**src/rtl/stxfp_pkg.sv**
```systemverilog
// ----------------------------------------------------------------------------
// stxfp_pkg
// Shared types, constants and helpers for the sync/type/XOR frame parser.
// ----------------------------------------------------------------------------
`default_nettype none

package stxfp_pkg;

  localparam int MAX_PAYLOAD = 128;
  localparam int STORE_DEPTH = 128;
  localparam int LEN_LIMIT   = (MAX_PAYLOAD < STORE_DEPTH) ? MAX_PAYLOAD : STORE_DEPTH;
  localparam int WORD_DEPTH  = STORE_DEPTH / 8;
  localparam int WADDR_W     = $clog2(WORD_DEPTH);

  localparam logic [7:0] SYNC_RESET  = 8'hAB;
  localparam logic [7:0] LEN_LIMIT_B = 8'(LEN_LIMIT);
  localparam logic [7:0] FT_KEYBOARD = 8'd1;
  localparam logic [7:0] FT_MOUSE    = 8'd2;
  localparam logic [7:0] FT_CTRL     = 8'd3;
  localparam logic [7:0] FT_CFG      = 8'd4;

  typedef enum logic [2:0] {
    ST_SYNC    = 3'd0,
    ST_TYPE    = 3'd1,
    ST_LEN     = 3'd2,
    ST_PAYLOAD = 3'd3,
    ST_CSUM    = 3'd4,
    ST_EMIT_RD = 3'd5,
    ST_EMIT_OUT = 3'd6
  } state_t;

  typedef struct packed {
    logic load_type;
    logic load_len;
    logic load_byte;
    logic clr_word;
    logic inc_word;
    logic rd_en;
  } cmd_t;

  typedef struct packed {
    logic sync_hit;
    logic is_config;
    logic fixed_zero;
    logic len_zero;
    logic len_over;
    logic payload_done;
    logic csum_ok;
    logic last_word;
  } sts_t;

  function automatic logic [7:0] fixed_length(input logic [7:0] t);
    logic [7:0] len;
    case (t)
      FT_KEYBOARD: len = 8'd8;
      FT_MOUSE:    len = 8'd6;
      FT_CTRL:     len = 8'd1;
      default:     len = 8'd0;
    endcase
    return len;
  endfunction

endpackage

`default_nettype wire

```
**src/rtl/stxfp_ram.sv**
```systemverilog
// ----------------------------------------------------------------------------
// stxfp_ram
// Generic single-write, single-read RAM with registered read data.
// ----------------------------------------------------------------------------
`default_nettype none

module stxfp_ram #(
  parameter int WIDTH = 8,
  parameter int DEPTH = 16
) (
  input  wire logic                     clk,
  input  wire logic                     wr_en,
  input  wire logic [$clog2(DEPTH)-1:0] wr_addr,
  input  wire logic [WIDTH-1:0]         wr_data,
  input  wire logic                     rd_en,
  input  wire logic [$clog2(DEPTH)-1:0] rd_addr,
  output logic      [WIDTH-1:0]         rd_data
);

  logic [WIDTH-1:0] mem [DEPTH];

  always_ff @(posedge clk) begin
    if (wr_en) begin
      mem[wr_addr] <= wr_data;
    end
    if (rd_en) begin
      rd_data <= mem[rd_addr];
    end
  end

endmodule

`default_nettype wire

```
**src/rtl/stxfp_ctrl.sv**
```systemverilog
// ----------------------------------------------------------------------------
// stxfp_ctrl
// Frame parser controller: sync hunt, header, payload, checksum, word emit.
// ----------------------------------------------------------------------------
`default_nettype none

module stxfp_ctrl (
  input  wire logic          clk,
  input  wire logic          rst_n,
  input  wire logic          in_valid,
  output logic               in_ready,
  output logic               out_valid,
  input  wire logic          out_ready,
  input  wire stxfp_pkg::sts_t sts,
  output stxfp_pkg::cmd_t    cmd
);
  import stxfp_pkg::*;

  state_t state_r, state_nxt;
  logic   acc;

  assign acc = in_valid && in_ready;

  always_ff @(posedge clk) begin
    if (!rst_n) begin
      state_r <= ST_SYNC;
    end else begin
      state_r <= state_nxt;
    end
  end

  always_comb begin
    state_nxt = state_r;
    cmd       = '0;
    in_ready  = 1'b0;
    out_valid = 1'b0;
    case (state_r)
      ST_SYNC: begin
        in_ready = 1'b1;
        if (acc && sts.sync_hit) state_nxt = ST_TYPE;
      end
      ST_TYPE: begin
        in_ready = 1'b1;
        if (acc) begin
          cmd.load_type = 1'b1;
          if (sts.is_config)       state_nxt = ST_LEN;
          else if (sts.fixed_zero) state_nxt = ST_SYNC;
          else                     state_nxt = ST_PAYLOAD;
        end
      end
      ST_LEN: begin
        in_ready = 1'b1;
        if (acc) begin
          cmd.load_len = 1'b1;
          if (sts.len_over)      state_nxt = ST_SYNC;
          else if (sts.len_zero) state_nxt = ST_CSUM;
          else                   state_nxt = ST_PAYLOAD;
        end
      end
      ST_PAYLOAD: begin
        in_ready = 1'b1;
        if (acc) begin
          cmd.load_byte = 1'b1;
          if (sts.payload_done) state_nxt = ST_CSUM;
        end
      end
      ST_CSUM: begin
        in_ready = 1'b1;
        if (acc) begin
          if (sts.csum_ok) begin
            cmd.clr_word = 1'b1;
            state_nxt    = ST_EMIT_RD;
          end else begin
            state_nxt = ST_SYNC;
          end
        end
      end
      ST_EMIT_RD: begin
        cmd.rd_en = 1'b1;
        state_nxt = ST_EMIT_OUT;
      end
      ST_EMIT_OUT: begin
        out_valid = 1'b1;
        if (out_ready) begin
          if (sts.last_word) begin
            state_nxt = ST_SYNC;
          end else begin
            cmd.inc_word = 1'b1;
            state_nxt    = ST_EMIT_RD;
          end
        end
      end
      default: begin
        state_nxt = ST_SYNC;
      end
    endcase
  end

  a_no_overlap: assert property (@(posedge clk) disable iff (!rst_n)
    !(in_ready && out_valid))
    else $error("input and output active together");

  a_rd_then_out: assert property (@(posedge clk) disable iff (!rst_n)
    (state_r == ST_EMIT_RD) |=> (state_r == ST_EMIT_OUT))
    else $error("read not followed by output");

  a_last_ends: assert property (@(posedge clk) disable iff (!rst_n)
    (out_valid && out_ready && sts.last_word) |=> (state_r == ST_SYNC))
    else $error("last word did not end frame");

endmodule

`default_nettype wire

```
**src/rtl/stxfp_dp.sv**
```systemverilog
// ----------------------------------------------------------------------------
// stxfp_dp
// Datapath: header registers, XOR checksum, word assembly, payload RAM, output.
// ----------------------------------------------------------------------------
`default_nettype none

module stxfp_dp (
  input  wire logic            clk,
  input  wire logic            rst_n,
  input  wire logic            cfg_wr_en,
  input  wire logic [7:0]      cfg_wr_data,
  input  wire logic [7:0]      rx_byte,
  input  wire stxfp_pkg::cmd_t cmd,
  output stxfp_pkg::sts_t      sts,
  output logic [2:0]           frame_type,
  output logic [7:0]           frame_length,
  output logic [stxfp_pkg::WADDR_W-1:0] word_index,
  output logic [63:0]          word_data,
  output logic [3:0]           bytes_valid
);
  import stxfp_pkg::*;

  logic [7:0]         sync_r;
  logic [7:0]         type_r;
  logic [7:0]         xor_r;
  logic [7:0]         exp_r;
  logic [7:0]         rcv_r;
  logic [WADDR_W-1:0] word_r;
  logic [7:0][7:0]    acc_r, acc_nxt;
  logic [8:0]         rcv_inc;
  logic [7:0]         len_m1;
  logic               wr_en;
  logic [7:0][7:0]    rd_word;

  assign rcv_inc = {1'b0, rcv_r} + 9'd1;
  assign len_m1  = exp_r - 8'd1;

  always_comb begin
    acc_nxt             = acc_r;
    acc_nxt[rcv_r[2:0]] = rx_byte;
  end

  assign sts.sync_hit     = (rx_byte == sync_r);
  assign sts.is_config    = (rx_byte == FT_CFG);
  assign sts.fixed_zero   = (fixed_length(rx_byte) == 8'd0);
  assign sts.len_zero     = (rx_byte == 8'd0);
  assign sts.len_over     = (rx_byte > LEN_LIMIT_B);
  assign sts.payload_done = (rcv_inc >= {1'b0, exp_r});
  assign sts.csum_ok      = (rx_byte == xor_r);
  assign sts.last_word    = (exp_r == 8'd0) ? (word_r == '0)
                                            : (word_r == len_m1[WADDR_W+2:3]);

  assign wr_en = cmd.load_byte && ((rcv_r[2:0] == 3'd7) || sts.payload_done);

  always_ff @(posedge clk) begin
    if (!rst_n) begin
      sync_r <= SYNC_RESET;
      type_r <= '0;
      xor_r  <= '0;
      exp_r  <= '0;
      rcv_r  <= '0;
      word_r <= '0;
    end else begin
      if (cfg_wr_en) sync_r <= cfg_wr_data;
      if (cmd.load_type) begin
        type_r <= rx_byte;
        xor_r  <= rx_byte;
        rcv_r  <= '0;
        exp_r  <= fixed_length(rx_byte);
      end
      if (cmd.load_len) begin
        exp_r <= rx_byte;
        xor_r <= xor_r ^ rx_byte;
      end
      if (cmd.load_byte) begin
        rcv_r <= rcv_inc[7:0];
        xor_r <= xor_r ^ rx_byte;
      end
      if (cmd.clr_word) word_r <= '0;
      if (cmd.inc_word) word_r <= word_r + 1'b1;
    end
  end

  always_ff @(posedge clk) begin
    if (cmd.load_byte) acc_r <= acc_nxt;
  end

  stxfp_ram #(
    .WIDTH (64),
    .DEPTH (WORD_DEPTH)
  ) u_ram (
    .clk     (clk),
    .wr_en   (wr_en),
    .wr_addr (rcv_r[WADDR_W+2:3]),
    .wr_data (acc_nxt),
    .rd_en   (cmd.rd_en),
    .rd_addr (word_r),
    .rd_data (rd_word)
  );

  always_comb begin
    if (!sts.last_word)      bytes_valid = 4'd8;
    else if (exp_r == 8'd0)  bytes_valid = 4'd0;
    else                     bytes_valid = {1'b0, len_m1[2:0]} + 4'd1;
  end

  always_comb begin
    for (int i = 0; i < 8; i++) begin
      word_data[8*i +: 8] = (4'(i) < bytes_valid) ? rd_word[i] : 8'd0;
    end
  end

  assign frame_type   = type_r[2:0];
  assign frame_length = exp_r;
  assign word_index   = word_r;

  a_rcv_bound: assert property (@(posedge clk) disable iff (!rst_n)
    rcv_r <= LEN_LIMIT_B)
    else $error("payload count past limit");

  a_bv_bound: assert property (@(posedge clk) disable iff (!rst_n)
    bytes_valid <= 4'd8)
    else $error("bytes_valid out of range");

  a_wr_count: assert property (@(posedge clk) disable iff (!rst_n)
    cmd.load_byte |=> (rcv_r == $past(rcv_r) + 8'd1))
    else $error("payload count did not advance");

endmodule

`default_nettype wire

```
**src/rtl/sync_type_xor_frame_parser.sv**
```systemverilog
// ----------------------------------------------------------------------------
// sync_type_xor_frame_parser
// Sync/type/length deframer with XOR checksum; emits payload as 64-bit words.
// ----------------------------------------------------------------------------
//  channel  signals                        direction  handshake
//  in       in_rx_byte                     input      in_valid / in_ready
//  out      out_frame_type .. out_last_word output     out_valid / out_ready
//  cfg      cfg_wr_data                    input      cfg_wr_en, no wait
//
//  One received byte per cycle while parsing (in_ready high).
//  A good checksum byte starts emission: each word is a RAM read, then an
//  output, up to 16 words; in_ready is low until the last word is taken.
//  Payload bytes pack into a 64-bit word that is written to a 16x64 RAM.
//  Synchronous active-low reset returns to sync hunt; out_ready stalls hold
//  the current word.
// ----------------------------------------------------------------------------
`default_nettype none

module sync_type_xor_frame_parser (
  input  wire logic        clk,
  input  wire logic        rst_n,
  input  wire logic        cfg_wr_en,
  input  wire logic [7:0]  cfg_wr_data,
  input  wire logic        in_valid,
  output logic             in_ready,
  input  wire logic [7:0]  in_rx_byte,
  output logic             out_valid,
  input  wire logic        out_ready,
  output logic [2:0]       out_frame_type,
  output logic [7:0]       out_frame_length,
  output logic [3:0]       out_word_index,
  output logic [63:0]      out_word_data,
  output logic [3:0]       out_bytes_valid,
  output logic             out_last_word
);
  import stxfp_pkg::*;

  cmd_t cmd;
  sts_t sts;

  stxfp_ctrl u_ctrl (
    .clk       (clk),
    .rst_n     (rst_n),
    .in_valid  (in_valid),
    .in_ready  (in_ready),
    .out_valid (out_valid),
    .out_ready (out_ready),
    .sts       (sts),
    .cmd       (cmd)
  );

  stxfp_dp u_dp (
    .clk          (clk),
    .rst_n        (rst_n),
    .cfg_wr_en    (cfg_wr_en),
    .cfg_wr_data  (cfg_wr_data),
    .rx_byte      (in_rx_byte),
    .cmd          (cmd),
    .sts          (sts),
    .frame_type   (out_frame_type),
    .frame_length (out_frame_length),
    .word_index   (out_word_index),
    .word_data    (out_word_data),
    .bytes_valid  (out_bytes_valid)
  );

  assign out_last_word = sts.last_word;

endmodule

`default_nettype wire
```
**config.mk**
```make
export PLATFORM = sky130hd
export DESIGN_NAME = sync_type_xor_frame_parser
export DESIGN_NICKNAME = d
export VERILOG_FILES = /design/src/rtl/stxfp_pkg.sv /design/src/rtl/stxfp_ram.sv /design/src/rtl/stxfp_ctrl.sv /design/src/rtl/stxfp_dp.sv /design/src/rtl/sync_type_xor_frame_parser.sv
export SDC_FILE = /design/constraint.sdc
export NUM_CORES = 1
export LEC_CHECK = 0
export BUFFER_PORTS_ARGS = -buffer_cell sky130_fd_sc_hd__buf_2
export CAP_MARGIN = 25
export CORE_ASPECT_RATIO = 1.25
export CORE_MARGIN = 1
export CORE_UTILIZATION = 48
export DETAILED_ROUTE_END_ITERATION = 7
export HOLD_SLACK_MARGIN = 0.06
export SYNTH_ARGS = -nofsm -noshare
export SYNTH_HDL_FRONTEND = slang
export SYNTH_SLANG_ARGS = --single-unit
```
**constraint.sdc**
```tcl
create_clock -name clk -period 22.8 [get_ports clk]
set_input_delay 3.42 -clock clk [delete_from_list [all_inputs] [get_ports clk]]
set_output_delay 3.42 -clock clk [all_outputs]
set_load 0.02 [all_outputs]
```
==> reports/qor.yml <==
power_density_mw_per_mm2: 83.1
clk_latency_ns: 0.69
clockBufferDepth: 3
cp.arrival_ns: 3.79
r2r-end: "u_dp.u_ram.mem[1][52]"
ff2ff_path_depth: 12
syn_nets: 2129
min_path_cells: 2
cts-root-buf: "clkbuf_16"
status: "completed"
wirelength_mm: 104
drive_above_1_share_pct: 31.2
firstDrtPassIters: 7
seqCellArea_mm2: 0.0354
dieArea_mm2: 0.0982
post_cts_buffers: 0
ctsHoldBuffers: 0
grt_use_total_pct: 21.8
initial_core_util_pct: 48.5
ir_drop_v: 0.0000697
drtAntennaViolNets: 0
r2r_slack_ns: 16.70
fin_worst_skew_ns: 0.0236
io_buffer_count: 106
grt-ovfl-total: 0
cts_buffers: 113
cts_max_level: 3
ys_ff_latch: 1194
worstSetupPathType: "flop to primary output"
synth.area.mux_share_pct: 17.1
cts_resized: 0
worstSetupStartpointType: "flop"
period_needed_ns: 7.21
hp-class: "flop to flop"
critical_path.max_fanout: 60
cts_tree: "built"
synth_cell_type_count: 63
tightest_slew_ns: 1.07
synth_simple_gate_area_share_pct: 3.00
drt_iter0_drc: 2105
tns_ns: 0
grt_max_degree: 115
synth_compound_area_share_pct: 1.50
rsz0062_at_grt: "false"
core-area_mm2: 0.0960
fmax_mhz: 139
synth-xor-area-share_pct: 0.659
cap_viol_max_count: 0
fin_nets: 2299
grt_pass1_vias: 22600
r2r_start: "u_dp.rcv_r[2]"
dp_slack_ns: 15.36
setup_ws_ns: 15.59
synthCells: 2094
fill_cells: 7229
dp_hpwl_mm: 55.4
crit_required_ns: 19.38
place_congestion: 0.787
ios: 107
synth_top_family_by_area: "multiplexers"
die_h_um: 350
synth-seq-area-share_pct: 76.2
synth_warnings: 0
crit_path_end_kind: "primary output"
wl_per_cell_um: 28.6
via_count: 21600
min-delay-start: "u_dp.sync_r[7]"
clock_sinks: 1194
finalHoldViolCount: 0
fin_crit_sh_pct: 31.6
synth_edf_count: 1152
rows: 127
grt_pass1_wl_mm: 154
clk_pin_slew_ns: 0.06
area_delta_synth_final_pct: 12.7
synthesis.area_mm2: 0.0465
avgSynthCellArea_um2: 22.2
setup-violations-final: 0
synth_fa_ha_area_share_pct: 0.398
drc: 0
ys_async_sr_fraction_pct: 0
die_x_um: 280
synth_flop_cell: "edfxtp_1"
antenna_found_initial: 5
slew_headroom_pct: 28.5
vias_per_cell: 5.94
leakage_nw: 14.8
multiInputGateArea_mm2: 0.0107
finalMaxSlewViolations: 0
holdPathEnd: "u_dp.sync_r[7]"
## worst max-delay path, cell delays in order, from the launching register on
cell	delay, ns
dfxtp_4	1.02
xor2_1	0.19
xnor2_1	0.26
o2111ai_1	0.31
o21ai_4	0.48
nand4_4	0.36
and2_1	0.28
buf_2	0.15
## layer usage
metal	part of all wire, %	track usage [%]	vias to the layer above	wire [µm]
li1	-	-	9126	-
met1	41	29.9	11700	43000
met2	51	36.8	651	53300
met3	5.7	3.09	132	5890
met4	2.0	5.62	0	2060
met5	0	0	-	0
## flip-flops by register name (all words and copies together) (netlist names)
register            flops
u_ctrl.state_r          3
u_dp.acc_r             64
u_dp.frame_length       8
u_dp.rcv_r              8
u_dp.sync_r             8
u_dp.type_r             3
u_dp.u_ram.mem       1024
u_dp.u_ram.rd_data     64
u_dp.word_index         4
u_dp.xor_r              8
## final cells by class
| type | instances | share of cell area [%] |
|---|---|---|
| sequential | 1194 | 67.6 |
| inverter | 16 | 0.117 |
| antenna | 1 | 0.00477 |
| clock inverter | 59 | 1.03 |
| multi-input combinational | 772 | 20.4 |
| tap | 1290 | 3.08 |
| timing repair buffer | 167 | 2.12 |
| clock buffer | 145 | 5.66 |
## cell usage in the layout (no fill, tap or decap), types with 6 or more instances in the layout
master and n:
nand3_1 22, edfxtp_1 1152, xor2_1 19, clkbuf_1 30, inv_1 15, dfxtp_1 38, clkinv_2 15, buf_4 54
mux2i_1 8, xnor2_1 16, mux4_2 320, nand2_1 52, nor2b_1 11, o21ai_0 17, bufinv_16 8, nor3b_1 6
nand2b_1 7, nand4_1 6, and2_1 60, a21oi_1 10, nor3_1 12, nor4_1 6, mux2_2 61, o21a_1 11
buf_2 106, nor3_2 6, nor2_1 20, ha_1 14, clkinv_1 24, clkbuf_16 113, a21boi_0 17
## cell families after synthesis
logic type	Yosys count
buffers and inverters	128
AOI/OAI and AO/OA	91
xor gates and xnor gates	35
DFF	1194
adders and majority gates	15
and+or+nand+nor	242
muxes	389
## cell usage after synthesis (all sizes together), types with 2 or more instances
| cell | count | area, µm² |
|---|---|---|
| nand4 | 8 | 80.1 |
| a21o | 2 | 15.0 |
| a211oi | 2 | 15.0 |
| nor3b | 6 | 45.0 |
| a21boi | 17 | 128 |
| a31oi | 3 | 18.8 |
| and3 | 3 | 18.8 |
| ha | 14 | 175 |
| nor2 | 20 | 75.1 |
| edfxtp | 1152 | 34600 |
| nor4 | 12 | 90.1 |
| o211ai | 6 | 91.3 |
| o22ai | 2 | 12.5 |
| mux4 | 320 | 7210 |
| o221ai | 5 | 43.8 |
| inv | 15 | 56.3 |
| mux2i | 8 | 80.1 |
| xnor2 | 16 | 140 |
| o21a | 11 | 82.6 |
| a2111oi | 2 | 17.5 |
| nor4bb | 2 | 20.0 |
| nand2b | 7 | 43.8 |
| and2 | 61 | 382 |
| xor2 | 19 | 166 |
| mux2 | 61 | 687 |
| buf | 39 | 191 |
| or3 | 3 | 18.8 |
| clkbuf | 73 | 274 |
| or4 | 2 | 18.8 |
| nor3 | 18 | 90.1 |
| nor4b | 5 | 43.8 |
| nand2 | 53 | 215 |
| a21oi | 10 | 50.1 |
| a211o | 2 | 17.5 |
| a22o | 2 | 17.5 |
| a31o | 2 | 17.5 |
| nand3b | 5 | 37.5 |
| nor2b | 11 | 68.8 |
| nand3 | 22 | 110 |
| o21ai | 18 | 101 |
| dfxtp | 42 | 841 |
## worst max-delay path by stage
| stage | from | to | slack (ns) | depth (start not counted) |
|---|---|---|---|---|
| CTS | u_dp.word_index[1] | out_word_data[49] | 15.57 | 7 |
| global route | u_dp.word_index[1] | out_word_data[55] | 15.48 | 7 |
| global placement | in_valid | u_dp.u_ram.mem[1][55] | 15.45 | 6 |
| floorplan | in_valid | u_dp.u_ram.mem[5][0] | 11.17 | 5 |
| detailed placement | in_valid | u_dp.u_ram.mem[1][54] | 15.36 | 6 |
| finish | u_dp.word_index[1] | out_word_data[22] | 15.59 | 7 |
## where the power goes
part | switching (mW) | internal [mW]
Sequential | 0.00479 | 2.37
Clock | 0.788 | 1.01
Combinational | 0.126 | 0.0534
## metrics by stage
step                      std cells  hold WS (ns)  area (µm²)  util (%)  power, mW
after detailed placement       3434         0.486       48800      50.8       2.61
final                          3644         0.501       52400      54.6       4.35
after floorplan                2094         0.462       46500         -       2.53
after global placement         3433         0.479       48800      50.8       2.61
after global routing           3643         0.521       52400      54.6       4.49
after CTS                      3638         0.503       52300      54.5       4.40
Power figures use the tool's default switching activity.
